`src/hdl/afpe_pkg.sv`:
```
// shared types, constants and codes for the api frame payload extractor
// no dependencies; imported by afpe_parser and the top level
package afpe_pkg;

    // default depth of the frame data memory
    localparam int FRAME_STORE_DEPTH_DEF = 256;

    // frame format constants
    localparam logic [7:0] START_BYTE    = 8'h7E;
    localparam logic [7:0] TYPE_RX64     = 8'h80;
    localparam logic [7:0] TYPE_RX16     = 8'h81;
    localparam int         DATA_OFF64    = 11;
    localparam int         DATA_OFF16    = 5;
    localparam int         RSSI_IDX64    = 9;
    localparam int         RSSI_IDX16    = 3;
    localparam logic [5:0] MAX_PAYLOAD   = 6'd62;

    // configuration register indexes
    localparam int         CFG_IDX_W          = 2;
    localparam int         CFG_DATA_W         = 8;
    localparam logic [1:0] CFG_PAYLOAD_LENGTH = 2'd0;
    localparam logic [1:0] CFG_START_MARKER   = 2'd1;
    localparam logic [1:0] CFG_END_MARKER     = 2'd2;

    // configuration reset values
    localparam logic [5:0] RST_PAYLOAD_LENGTH = 6'd62;
    localparam logic [7:0] RST_START_MARKER   = 8'hAA;
    localparam logic [7:0] RST_END_MARKER     = 8'h55;

    // result status codes
    localparam logic [2:0] ST_PAYLOAD   = 3'd0;
    localparam logic [2:0] ST_TOO_LONG  = 3'd1;
    localparam logic [2:0] ST_CSUM_BAD  = 3'd2;
    localparam logic [2:0] ST_OTHER     = 3'd3;
    localparam logic [2:0] ST_NO_MARKER = 3'd4;
    localparam logic [2:0] ST_END_BAD   = 3'd5;

    // stream widths
    localparam int S_TDATA_W = 8;
    localparam int M_TDATA_W = 32;

    // byte parser phases
    typedef enum logic [4:0] {
        P_HUNT   = 5'b00001,
        P_LEN_HI = 5'b00010,
        P_LEN_LO = 5'b00100,
        P_DATA   = 5'b01000,
        P_CSUM   = 5'b10000
    } t_phase;

    // payload drain sequencer states
    typedef enum logic [3:0] {
        D_IDLE = 4'b0001,
        D_END  = 4'b0010,
        D_RD   = 4'b0100,
        D_OUT  = 4'b1000
    } t_drain_state;

    // frame summary handed from the parser to the top level
    typedef struct packed {
        logic [15:0] frame_length;
        logic [7:0]  running_sum;
        logic        marker_seen;
        logic        type_ok;
        logic        address_mode;
        logic [7:0]  rssi;
    } t_frame_info;

    // one result item
    typedef struct packed {
        logic [2:0]        status;
        logic [7:0]        payload_byte;
        logic [5:0]        payload_index;
        logic signed [8:0] rssi_dbm;
        logic              address_mode;
        logic              last;
    } t_result;

endpackage

```
`src/hdl/afpe_frame_ram.sv`:
```
// frame data memory: one write port, one read port, registered read data
// depends on nothing but its parameters
module afpe_frame_ram #(
    parameter int DEPTH = 256,
    parameter int AW    = $clog2(DEPTH)
) (
    input  logic          i_clk,
    input  logic          i_we,
    input  logic [AW-1:0] i_waddr,
    input  logic [7:0]    i_wdata,
    input  logic          i_re,
    input  logic [AW-1:0] i_raddr,
    output logic [7:0]    o_rdata
);

    logic [7:0] mem [DEPTH];
    logic [7:0] r_rdata;

    always_ff @(posedge i_clk) begin
        if (i_we) begin
            mem[i_waddr] <= i_wdata;
        end
        if (i_re) begin
            r_rdata <= mem[i_raddr];
        end
    end

    assign o_rdata = r_rdata;

endmodule

```
`src/hdl/afpe_parser.sv`:
```
// byte-level frame parser: start hunt, length, checksum sum, type, rssi, marker search
// depends on afpe_pkg; drives the write port of afpe_frame_ram
module afpe_parser #(
    parameter int DEPTH = 256,
    parameter int AW    = $clog2(DEPTH)
) (
    input  logic                 i_clk,
    input  logic                 i_rst_n,
    input  logic                 i_take,
    input  logic [7:0]           i_byte,
    input  logic [7:0]           i_start_marker,
    output afpe_pkg::t_phase     o_phase,
    output logic                 o_too_long,
    output afpe_pkg::t_frame_info o_info,
    output logic [AW-1:0]        o_marker_pos,
    output logic                 o_mem_we,
    output logic [AW-1:0]        o_mem_waddr
);
    import afpe_pkg::*;

    localparam logic [16:0] MaxLen = 17'(DEPTH - 3);

    t_phase      r_phase,  n_phase;
    logic [15:0] r_flen,   n_flen;
    logic [AW-1:0] r_bt,   n_bt;
    logic [7:0]  r_sum,    n_sum;
    logic        r_seen,   n_seen;
    logic [AW-1:0] r_mpos, n_mpos;
    logic        r_type_ok, n_type_ok;
    logic        r_mode,   n_mode;
    logic [7:0]  r_rssi,   n_rssi;

    logic [15:0]   len_now;
    logic [AW-1:0] off, ridx;
    logic [16:0]   bt_next;

    assign len_now    = {r_flen[15:8], i_byte};
    assign o_too_long = ({1'b0, len_now} > MaxLen);
    assign off        = r_mode ? AW'(DATA_OFF16) : AW'(DATA_OFF64);
    assign ridx       = r_mode ? AW'(RSSI_IDX16) : AW'(RSSI_IDX64);
    assign bt_next    = 17'(r_bt) + 17'd1;

    always_comb begin
        n_phase   = r_phase;
        n_flen    = r_flen;
        n_bt      = r_bt;
        n_sum     = r_sum;
        n_seen    = r_seen;
        n_mpos    = r_mpos;
        n_type_ok = r_type_ok;
        n_mode    = r_mode;
        n_rssi    = r_rssi;
        if (i_take) begin
            unique case (r_phase)
                P_HUNT: begin
                    if (i_byte == START_BYTE) begin
                        n_phase = P_LEN_HI;
                    end
                end
                P_LEN_HI: begin
                    n_flen  = {i_byte, 8'h00};
                    n_phase = P_LEN_LO;
                end
                P_LEN_LO: begin
                    n_flen = len_now;
                    n_bt   = '0;
                    n_sum  = '0;
                    n_seen = 1'b0;
                    n_mpos = '0;
                    n_rssi = '0;
                    if (o_too_long) begin
                        n_phase = P_HUNT;
                    end else if (len_now == 16'd0) begin
                        n_phase = P_CSUM;
                    end else begin
                        n_phase = P_DATA;
                    end
                end
                P_DATA: begin
                    n_sum = r_sum + i_byte;
                    if (r_bt == '0) begin
                        // first data byte is the frame type
                        n_type_ok = (i_byte == TYPE_RX64) || (i_byte == TYPE_RX16);
                        n_mode    = (i_byte == TYPE_RX16);
                    end else if (r_type_ok) begin
                        if (r_bt == ridx) begin
                            n_rssi = i_byte;
                        end
                        // first start marker at or after the data offset, not the last byte
                        if (!r_seen && r_bt >= off && bt_next < {1'b0, r_flen}
                            && i_byte == i_start_marker) begin
                            n_seen = 1'b1;
                            n_mpos = r_bt;
                        end
                    end
                    n_bt = AW'(bt_next);
                    if (bt_next >= {1'b0, r_flen}) begin
                        n_phase = P_CSUM;
                    end
                end
                P_CSUM: begin
                    n_phase = P_HUNT;
                end
                default: begin
                    n_phase = P_HUNT;
                end
            endcase
        end
    end

    always_ff @(posedge i_clk) begin
        if (!i_rst_n) begin
            r_phase   <= P_HUNT;
            r_flen    <= '0;
            r_bt      <= '0;
            r_sum     <= '0;
            r_seen    <= 1'b0;
            r_mpos    <= '0;
            r_type_ok <= 1'b0;
            r_mode    <= 1'b0;
            r_rssi    <= '0;
        end else begin
            r_phase   <= n_phase;
            r_flen    <= n_flen;
            r_bt      <= n_bt;
            r_sum     <= n_sum;
            r_seen    <= n_seen;
            r_mpos    <= n_mpos;
            r_type_ok <= n_type_ok;
            r_mode    <= n_mode;
            r_rssi    <= n_rssi;
        end
    end

    assign o_phase      = r_phase;
    assign o_marker_pos = r_mpos;
    assign o_mem_we     = i_take && (r_phase == P_DATA);
    assign o_mem_waddr  = r_bt;

    always_comb begin
        o_info              = '0;
        o_info.frame_length = r_flen;
        o_info.running_sum  = r_sum;
        o_info.marker_seen  = r_seen;
        o_info.type_ok      = r_type_ok;
        o_info.address_mode = r_mode;
        o_info.rssi         = r_rssi;
    end

endmodule

```
`src/hdl/api_frame_payload_extractor_core.sv`:
```
// top level of the api frame payload extractor: config registers, frame checks,
// payload drain sequencer and result register; uses afpe_pkg, afpe_parser, afpe_frame_ram
//
//  channel   dir  signals                          carries
//  s_axis    in   i_s_axis_tvalid/tready/tdata     rx_byte, one per transfer
//  m_axis    out  o_m_axis_tvalid/tready/tdata/tlast  one result per transfer
//  cfg       in   i_cfg_we/i_cfg_addr/i_cfg_wdata  register writes, no read-back
//
// one received byte is taken per cycle while the frame header and data arrive,
// unless the length low byte waits on a busy result register; after the
// checksum byte, the end marker is read from the frame memory, then each payload
// byte is a memory read, then a result register load; the frame memory has a
// single read port, and no byte is taken while the payload drains
// the length low byte and checksum byte wait on a free result register; reset is
// synchronous, active low, and needs no clearing pass of the frame memory
module api_frame_payload_extractor_core
    import afpe_pkg::*;
#(
    parameter int FRAME_STORE_DEPTH = afpe_pkg::FRAME_STORE_DEPTH_DEF
) (
    input  logic                               i_clk,
    input  logic                               i_rst_n,
    // rx stream: [7:0] rx_byte
    input  logic                               i_s_axis_tvalid,
    output logic                               o_s_axis_tready,
    input  logic [afpe_pkg::S_TDATA_W-1:0]     i_s_axis_tdata,
    // result stream: [2:0] status, [10:3] payload_byte, [16:11] payload_index,
    // [25:17] rssi_dbm, [26] address_mode, [31:27] zero
    output logic                               o_m_axis_tvalid,
    input  logic                               i_m_axis_tready,
    output logic [afpe_pkg::M_TDATA_W-1:0]     o_m_axis_tdata,
    output logic                               o_m_axis_tlast,
    // configuration write port
    input  logic                               i_cfg_we,
    input  logic [afpe_pkg::CFG_IDX_W-1:0]     i_cfg_addr,
    input  logic [afpe_pkg::CFG_DATA_W-1:0]    i_cfg_wdata
);

    localparam int AW = $clog2(FRAME_STORE_DEPTH);

    // configuration registers
    logic [5:0] r_pay_len;
    logic [7:0] r_start_mk;
    logic [7:0] r_end_mk;

    always_ff @(posedge i_clk) begin
        if (!i_rst_n) begin
            r_pay_len  <= RST_PAYLOAD_LENGTH;
            r_start_mk <= RST_START_MARKER;
            r_end_mk   <= RST_END_MARKER;
        end else if (i_cfg_we) begin
            unique case (i_cfg_addr)
                CFG_PAYLOAD_LENGTH: r_pay_len  <= i_cfg_wdata[5:0];
                CFG_START_MARKER:   r_start_mk <= i_cfg_wdata;
                CFG_END_MARKER:     r_end_mk   <= i_cfg_wdata;
                default: ; // unused index, write dropped
            endcase
        end
    end

    // effective payload length: zero acts as one, capped at the maximum
    logic [5:0] len_eff;
    always_comb begin
        if (r_pay_len == 6'd0) begin
            len_eff = 6'd1;
        end else if (r_pay_len > MAX_PAYLOAD) begin
            len_eff = MAX_PAYLOAD;
        end else begin
            len_eff = r_pay_len;
        end
    end

    // result register
    t_result r_out, n_out;
    logic    r_out_vld, n_out_vld;
    logic    out_free;
    assign out_free = !r_out_vld || i_m_axis_tready;

    // drain sequencer
    t_drain_state r_dst, n_dst;
    logic [5:0]   r_idx, n_idx;

    // parser
    t_phase       phase;
    logic         too_long;
    t_frame_info  info;
    logic [AW-1:0] mpos;
    logic         mem_we;
    logic [AW-1:0] mem_waddr;
    logic         take;
    logic         needs_out;
    logic [7:0]   rx_byte;

    assign rx_byte         = i_s_axis_tdata[7:0];
    // length low byte and checksum byte may produce a result
    assign needs_out       = (phase == P_LEN_LO) || (phase == P_CSUM);
    assign o_s_axis_tready = (r_dst == D_IDLE) && (!needs_out || out_free);
    assign take            = i_s_axis_tvalid && o_s_axis_tready;

    afpe_parser #(
        .DEPTH (FRAME_STORE_DEPTH),
        .AW    (AW)
    ) u_parser (
        .i_clk          (i_clk),
        .i_rst_n        (i_rst_n),
        .i_take         (take),
        .i_byte         (rx_byte),
        .i_start_marker (r_start_mk),
        .o_phase        (phase),
        .o_too_long     (too_long),
        .o_info         (info),
        .o_marker_pos   (mpos),
        .o_mem_we       (mem_we),
        .o_mem_waddr    (mem_waddr)
    );

    // frame memory read side
    logic          mem_re;
    logic [AW-1:0] mem_raddr;
    logic [7:0]    mem_rdata;
    logic [AW-1:0] len_aw;
    logic [AW-1:0] end_addr;
    logic [AW-1:0] pay_addr;

    assign len_aw   = {{(AW-6){1'b0}}, len_eff};
    // end marker sits right behind the payload; no wrap since it lies inside the frame
    assign end_addr = mpos + len_aw + AW'(1);
    assign pay_addr = mpos + AW'(1) + {{(AW-6){1'b0}}, r_idx};

    afpe_frame_ram #(
        .DEPTH (FRAME_STORE_DEPTH),
        .AW    (AW)
    ) u_ram (
        .i_clk   (i_clk),
        .i_we    (mem_we),
        .i_waddr (mem_waddr),
        .i_wdata (rx_byte),
        .i_re    (mem_re),
        .i_raddr (mem_raddr),
        .o_rdata (mem_rdata)
    );

    // checks made as the checksum byte arrives
    logic              csum_take;
    logic              sum_bad;
    logic              other_type;
    logic              too_short;
    logic signed [8:0] rssi_neg;
    logic [15:0]       room;

    assign csum_take  = take && (phase == P_CSUM);
    assign sum_bad    = (~info.running_sum) != rx_byte;
    assign other_type = (info.frame_length == 16'd0) || !info.type_ok;
    assign room       = info.frame_length - 16'(mpos);
    assign too_short  = !info.marker_seen || (room < (16'(len_eff) + 16'd2));
    assign rssi_neg   = 9'sd0 - $signed({1'b0, info.rssi});

    always_comb begin
        n_out     = r_out;
        n_out_vld = r_out_vld;
        n_dst     = r_dst;
        n_idx     = r_idx;
        mem_re    = 1'b0;
        mem_raddr = pay_addr;

        if (r_out_vld && i_m_axis_tready) begin
            n_out_vld = 1'b0;
        end

        unique case (r_dst)
            D_IDLE: begin
                if (take && phase == P_LEN_LO && too_long) begin
                    n_out        = '0;
                    n_out.status = ST_TOO_LONG;
                    n_out.last   = 1'b1;
                    n_out_vld    = 1'b1;
                end else if (csum_take) begin
                    n_out      = '0;
                    n_out.last = 1'b1;
                    if (sum_bad) begin
                        n_out.status = ST_CSUM_BAD;
                        n_out_vld    = 1'b1;
                    end else if (other_type) begin
                        n_out.status = ST_OTHER;
                        n_out_vld    = 1'b1;
                    end else if (too_short) begin
                        n_out.status       = ST_NO_MARKER;
                        n_out.rssi_dbm     = rssi_neg;
                        n_out.address_mode = info.address_mode;
                        n_out_vld          = 1'b1;
                    end else begin
                        // fetch the end marker
                        mem_re    = 1'b1;
                        mem_raddr = end_addr;
                        n_idx     = '0;
                        n_dst     = D_END;
                    end
                end
            end
            D_END: begin
                if (mem_rdata != r_end_mk) begin
                    if (out_free) begin
                        n_out              = '0;
                        n_out.status       = ST_END_BAD;
                        n_out.rssi_dbm     = rssi_neg;
                        n_out.address_mode = info.address_mode;
                        n_out.last         = 1'b1;
                        n_out_vld          = 1'b1;
                        n_dst              = D_IDLE;
                    end
                end else begin
                    n_dst = D_RD;
                end
            end
            D_RD: begin
                mem_re = 1'b1;
                n_dst  = D_OUT;
            end
            D_OUT: begin
                // read data holds until the next read
                if (out_free) begin
                    n_out.status        = ST_PAYLOAD;
                    n_out.payload_byte  = mem_rdata;
                    n_out.payload_index = r_idx;
                    n_out.rssi_dbm      = rssi_neg;
                    n_out.address_mode  = info.address_mode;
                    n_out.last          = (6'(r_idx + 6'd1) == len_eff);
                    n_out_vld           = 1'b1;
                    n_idx               = 6'(r_idx + 6'd1);
                    n_dst               = (6'(r_idx + 6'd1) == len_eff) ? D_IDLE : D_RD;
                end
            end
            default: begin
                n_dst = D_IDLE;
            end
        endcase
    end

    always_ff @(posedge i_clk) begin
        if (!i_rst_n) begin
            r_out_vld <= 1'b0;
            r_dst     <= D_IDLE;
            r_idx     <= '0;
        end else begin
            r_out_vld <= n_out_vld;
            r_dst     <= n_dst;
            r_idx     <= n_idx;
        end
    end

    always_ff @(posedge i_clk) begin
        r_out <= n_out;
    end

    assign o_m_axis_tvalid = r_out_vld;
    assign o_m_axis_tlast  = r_out.last;
    assign o_m_axis_tdata  = {5'd0, r_out.address_mode, r_out.rssi_dbm,
                              r_out.payload_index, r_out.payload_byte, r_out.status};

endmodule
```
`config.mk`:
```
export PLATFORM = sky130hd
export DESIGN_NAME = api_frame_payload_extractor_core
export DESIGN_NICKNAME = d
export VERILOG_FILES = /design/src/hdl/afpe_pkg.sv /design/src/hdl/afpe_frame_ram.sv /design/src/hdl/afpe_parser.sv /design/src/hdl/api_frame_payload_extractor_core.sv
export SDC_FILE = /design/constraint.sdc
export NUM_CORES = 2
export LEC_CHECK = 0
export BUFFER_PORTS_ARGS = -buffer_cell sky130_fd_sc_hd__buf_2
export CAP_MARGIN = 20
export CORE_AREA = 2 2 405 407
export DETAILED_ROUTE_END_ITERATION = 10
export DIE_AREA = 0 0 407 409
export GPL_ROUTABILITY_DRIVEN = 0
export PLACE_DENSITY = 0.81
export SLEW_MARGIN = 25
export SYNTH_ARGS = -nofsm -noshare
export SYNTH_HDL_FRONTEND = slang
export SYNTH_SLANG_ARGS = --single-unit
export TNS_END_PERCENT = 5
```
`constraint.sdc`:
```
create_clock -name i_clk -period 5.4 [get_ports i_clk]
set_input_delay 0.54 -clock i_clk [delete_from_list [all_inputs] [get_ports i_clk]]
set_output_delay 0.54 -clock i_clk [all_outputs]
set_load 0.005 [all_outputs]
```
# Word level (Yosys, flattened, before mapping)
# Memory sizes are Yosys's and may differ from the RTL's. A register that Yosys moved wholly into a read port is not among the register bits.
# Index checks and enable logic that the tools add are counted.
# word_totals
regBits	117
ram_bits	2048
in_bits	23
out_inout_bits	35
elab_cells	194
memories	1
# op_classes
add_sub_neg	10
magnitude_cmp	6
eq_ne	35
n_mux	76
n_bitwise	2
n_reduce_logical	42
# mem_list
memory	depth	word_bits	read_ports	rd_ports_with_merged_regs	wr	line	rtl
u_ram.mem	256	8	1	1	1	afpe_frame_ram.sv:16	logic [7:0] mem [DEPTH];
# ops
op	n
28-bit 2-to-1 mux	5
8-bit 2-to-1 mux	12
28-bit one-hot mux with 3 select lines	1
8-bit one-hot mux with 2 select lines	4
6-bit 2-to-1 mux	8
4-bit 2-to-1 mux	10
16-bit zero test	2
16-bit one-hot mux with 2 select lines	1
10-bit 2-to-1 mux	3
5-bit 2-to-1 mux	4
5-bit one-hot mux with 4 select lines	1
1-bit 2-to-1 mux	18
2-bit inequality test (second input constant)	9
17-bit by 16-bit >= comparator with 1-bit output	1
17-bit by 16-bit less-than comparator with 1-bit output	1
8-bit by 1-bit adder with 8-bit output (second input constant)	2
8-bit by 6-bit adder with 8-bit output	2
8-bit equality test	2
8-bit equality test (second input constant)	2
16-bit by 8-bit > comparator with 1-bit output (second input constant)	1
16-bit by 7-bit less-than comparator with 1-bit output	1
8-bit inequality test	2
4-bit one-hot mux with 4 select lines	1
16-bit by 8-bit subtractor with 16-bit output	1
41 further kinds	77

# Depth between registers and ports, before layout
# depth
depth_word	12
mapped_depth	24
mapped_depth_nobuf	20

# Hierarchy
# From an unflattened synthesis, not the netlist that was laid out.
# unflattened
cells_unflattened	4612
area_unflattened_um2	87296.2
# modules_own_cells
mod	instances	cells_each	area_per_inst_um2	seq_area_each_um2
afpe_frame_ram	1	3733	79636.4	61739.2
api_frame_payload_extractor_core	1	490	4385.5	1501.4
afpe_parser	1	389	3274.4	1121.1

# Worst setup path after synthesis
# OpenSTA, ideal clock, no wires.
# synth_timing
path_type	register -> register
from	register u_parser.r_flen[0]
to	register u_ram.r_rdata[2], in the netlist u_ram.o_rdata[2] (read register of u_ram.mem), data pin
setup_time_ns	0.275
arrival_time_ns	4.566
t_required_ns	5.125
setup_slack_ns	0.559
stages_incl_launch_ff	23
path_buffers	3
synth_period_minus_slack_ns	4.841
path_cell_list	dfxtp_1 > inv_1 > ha_1 > inv_1 > fa_1 > a31o_2 > a31oi_1 > xnor2_1 > ha_1 > or4_1 > a21oi_1 > o2111a_1 > o2111ai_1 > nand3_1 > buf_2 > mux2i_2 > buf_2 > buf_1 > a311oi_1 > nor4_1 > nor3_1 > o41ai_1 > nand4_1
# synth_via
elab_chain_cells	9
word_cells_on_any_way	17
classes_between	add/sub (1); order compare (1); mux (12); reduce/logical (3)
# synth_rtl
element	line	rtl
start: declaration	afpe_parser.sv:24	logic [15:0] r_flen, n_flen;
start signal: assignment	afpe_parser.sv:124	r_flen <= n_flen;
16-bit by 8-bit subtractor with 16-bit output	api_frame_payload_extractor_core.sv:154	assign room = info.frame_length - 16'(mpos);
16-bit by 7-bit less-than comparator with 1-bit output	api_frame_payload_extractor_core.sv:155	assign too_short = !info.marker_seen || (room < (16'(len_eff) + 16'd2));
1-bit logical OR	api_frame_payload_extractor_core.sv:155	
1-bit 2-to-1 mux / 8-bit 2-to-1 mux (equally long branches)	api_frame_payload_extractor_core.sv:186	end else if (too_short) begin
1-bit 2-to-1 mux / 8-bit 2-to-1 mux (equally long branches)	api_frame_payload_extractor_core.sv:183	end else if (other_type) begin
1-bit 2-to-1 mux / 8-bit 2-to-1 mux (equally long branches)	api_frame_payload_extractor_core.sv:180	if (sum_bad) begin
1-bit 2-to-1 mux / 8-bit 2-to-1 mux (equally long branches)	api_frame_payload_extractor_core.sv:177	end else if (csum_take) begin
1-bit 2-to-1 mux / 8-bit 2-to-1 mux (equally long branches)	api_frame_payload_extractor_core.sv:172	if (take && phase == P_LEN_LO && too_long) begin
1-bit one-hot mux with 2 select lines / 8-bit 2-to-1 mux (equally long branches)	api_frame_payload_extractor_core.sv:170	unique case (r_dst)
end: declaration	afpe_frame_ram.sv:17	logic [7:0] r_rdata;
# Several ways; a longest one is shown, not always the timed one.
# A chain may end at the register's enable or synchronous reset.

# Worst setup path in the final report
# layout_timing
from	register u_parser.r_flen[0]
to	register u_ram.r_rdata[6], in the netlist u_ram.o_rdata[6] (read register of u_ram.mem), data pin
# The elaborated chain is that of the path after synthesis.

==> summary.txt <==
Status
  – Status: finished with violations
  – Failing checks: negative setup slack

Global routing
  – Initial antenna violation count: 10
  – First-pass GRT wire length: 373000 µm
  – All-layer global routing usage: 0.302
  – Vias in the first global route: 58490
  – Pin count of the biggest net entering global routing: 189
  – Aggregate global routing overflow: 0

Clock tree
  – Root buf cell: clkbuf_16
  – Worst-skew pair later-pin latency: 0.87 ns
  – Worst-path clk slew: 0.06 ns
  – H-Tree Depth: 4
  – CTS tree: built
  – Num CTS Buffers: 201
  – Clk buf depth: 3
  – TritonCTS Sinks: 2173

Power
  – LEAKAGE: 34.1 nW
  – Comb pwr share: 0.017
  – Part of the power in the clock network: 0.426
  – Maximum VDD drop: 0.000356 V
  – Sw Share: 0.201
  – Sequential Power Share: 0.557
  – Sw Pwr: 0.00669 W
  – Power Density: 322 nW/µm²
  – Int Power: 0.0265 W

Placement
  – Placed instance count: 8740
  – Port bufs: 52
  – Area after DPL: 94600 µm²
  – Final HPWL DP: 153000 µm

Finish
  – Area growth, synth to finish: 16.5%
  – Final instance area: 103000 µm²
  – Util after Layout: 0.637
  – Final non-filler cell total: 9178
  – Nets: 6908
  – Share of layout cells above drive strength 1: 0.150
  – Fillers: 10425

Logic synthesis
  – Register area share after synthesis: 0.726
  – Top FF cell, synth: edfxtp_1
  – Cells after Synth: 6468
  – Cell Area, Synth: 88600 µm²
  – Number of synthesized flops with an enable pin: 2084
  – Synth unique cells: 81
  – Synth Warn #: 0
  – Syn avg cell area: 13.7 µm²
  – Async set-reset flop share out of synthesis: 0
  – Seq cells post-synth: 2173

Drt
  – # DRC: 0
  – Vias per std cell: 6.64
  – Starting DRT DRC Count: 10931
  – Routed WL per cell: 28.4 µm
  – TritonRoute pass-1 iters: 7
  – DRT antenna net count: 0
  – WL final: 261000 µm
  – Vias: 60977

Timing
  – Final Max Tran Viols: 0
  – Final setup fails: 8
  – RSZ-0062 raised after global routing: true
  – Minimum hold slack: 0.0679 ns
  – Final WS setup: -0.125 ns
  – Worst slew margin: 0.196
  – Worst Tran Pin Value: 1.21 ns
  – Final min period: 5.53 ns
  – Final Cycle Share: 1.02
  – Skew final: 0.0476 ns
  – Hold Fails Final Rpt: 0
  – Max Fclk: 181 MHz

Critical path
  – Critical Path Sink Type: flip-flop
  – Crit path kind: flip-flop to flip-flop
  – Worst-path fanout max: 15
  – Crit path required time: 5.99 ns
  – CP Data Arrival Time: 6.12 ns
  – Element type at the critical path start: flip-flop

Floorplanning
  – Starting Density: 0.547
  – Die area: 166000 µm²
  – Die Width: 407 µm
  – Row count: 148
  – # IOs: 58
  – Core Footprint: 162000 µm²
  – Die Height: 409 µm

Worst hold path
  – Hold crit path type: input port to flip-flop

Flow run
  – Max-Cap Viols: 0
==> cell usage after synthesis (all sizes together), types with 30 or more instances <==
cell,instances,area share
o41ai,62,0.0061
a311oi,74,0.0073
nor2,308,0.013
o221ai,62,0.0062
o21ai,48,0.0027
xnor2,36,0.0036
and3,93,0.0066
a21oi,199,0.011
buf,254,0.014
mux2i,409,0.046
inv,40,0.0017
dfxtp,89,0.020
and2,34,0.0024
nor3,74,0.0042
nor2b,56,0.0040
a31oi,157,0.011
nand2,1247,0.053
clkbuf,186,0.0079
o22ai,142,0.010
xor2,32,0.0032
nand4,30,0.0021
nand3,381,0.022
edfxtp,2084,0.71
nor4,43,0.0031
a211oi,90,0.0076
ha,50,0.0071
==> cells by family after synthesis <==
group,share of synthesized area
and+or+nand+nor,0.114
DFF,0.726
AOI/OAI and AO/OA,0.0731
buffers and inverters,0.0240
muxes,0.0477
xor gates and xnor gates,0.00672
adders and majority gates,0.00819
other,0.0000423
==> worst max-delay path, stage by stage (launching register included) <==
cell and delay (ns):
dfxtp_2 0.32, inv_2 0.06, ha_4 0.13, inv_2 0.04, fa_2 0.37, a31o_4 0.27, a31oi_4 0.17, xnor2_2 0.08
ha_1 0.20, or4_1 0.40, a21oi_1 0.13, o2111a_2 0.25, o2111ai_4 0.15, buf_4 0.19, nand4_1 0.08, buf_4 0.16
nand2_4 0.08, buf_12 0.17, buf_6 0.17, buf_4 0.17, a211oi_2 0.23, a311oi_1 0.11, o41ai_2 0.62, o22ai_1 0.21
o21ai_2 0.34, nand4_1 0.14
==> flip-flops by register name (all words and copies together) (netlist names), 5 cells and up <==
name	flops
u_parser.r_sum	8
o_m_axis_tdata	27
u_ram.o_rdata	8
r_idx	6
u_parser.r_flen	16
u_parser.o_mem_waddr	8
r_pay_len	6
u_parser.o_phase	5
u_parser.o_marker_pos	8
r_start_mk	8
u_parser.r_rssi	8
r_end_mk	8
u_ram.mem	2048
==> through the flow <==
stage | setup slack (ns) | power, W | TNS (ns)
after global placement | -0.791 | 0.0194 | -5.38
after global routing | -0.287 | 0.0338 | -1.66
after floorplan | 0.559 | 0.0190 | 0
after detailed placement | -0.730 | 0.0194 | -5.28
final | -0.125 | 0.0332 | -0.668
after CTS | -0.0260 | 0.0332 | -0.107
==> path summary, 6_finish.rpt <==
| path | start | end | slack [ns] | cells past startpoint |
|---|---|---|---|---|
| setup / recovery | u_parser.r_flen[0] | u_ram.o_rdata[6] | -0.13 | 25 |
| hold reg to reg | u_parser.r_rssi[1] | u_parser.r_rssi[1] | 0.50 | 2 |
| hold / removal | i_m_axis_tready | r_dst[1] | 0.07 | 4 |
| setup reg to reg | u_parser.r_flen[0] | u_ram.o_rdata[6] | -0.13 | 25 |
==> layer usage <==
metal,track usage,wire (µm),vias to the layer above
met5,0,67,-
met4,0.179,18200,10
met3,0.0812,36200,1097
met2,0.456,118000,5161
met1,0.393,88500,29555
li1,-,-,25154
==> power groups by stage <==
stage                     registers [W]  clock network, W  logic (W)
final                            0.0185            0.0142   0.000561
after global routing             0.0185            0.0148   0.000590
after global placement           0.0189                 0   0.000503
after detailed placement         0.0189                 0   0.000525
after CTS                        0.0185            0.0141   0.000535
after floorplan                  0.0188                 0   0.000175
==> area by class of cell <==
| class | count | area [µm²] | share of cell area |
|---|---|---|---|
| Sequential cell | 2173 | 64400 | 0.624 |
| Multi-Input combinational cell | 3819 | 23400 | 0.227 |
| Timing Repair Buffer | 596 | 6100 | 0.0591 |
| Clock buffer | 253 | 5310 | 0.0514 |
| Tap cell | 2175 | 2720 | 0.0264 |
| Clock inverter | 116 | 1180 | 0.0114 |
| Inverter | 40 | 158 | 0.00153 |
| Antenna cell | 6 | 15.0 | 0.000145 |
==> placed cells by master, fill, tap and decap left out, drive strengths merged, types with 15 or more instances in the layout <==
master,instances
edfxtp,2084
nand2,1247
buf,575
mux2i,409
nand3,381
nor2,308
clkbuf,261
a21oi,199
a31oi,157
o22ai,142
and3,93
a211oi,90
dfxtp,89
clkinv,80
a311oi,74
nor3,74
o221ai,62
o41ai,62
nor2b,56
ha,50
o21ai,48
inv,45
nor4,43
xnor2,36
and2,34
xor2,32
nand4,30
a22oi,22
bufinv,20
a21o,17
nand2b,15
==> what timing repair did <==
| action | CTS | global route |
|---|---|---|
| gates resized for setup | 110 | 105 |
| setup buffers | 25 | 23 |
| hold endpoints to repair | 17 | 0 |
| hold buffers | 8 | 0 |
| pin swaps | 34 | 56 |
| gates cloned | 7 | 3 |
| setup endpoints to repair | 8 | 8 |
Power figures use the tool's default switching activity.
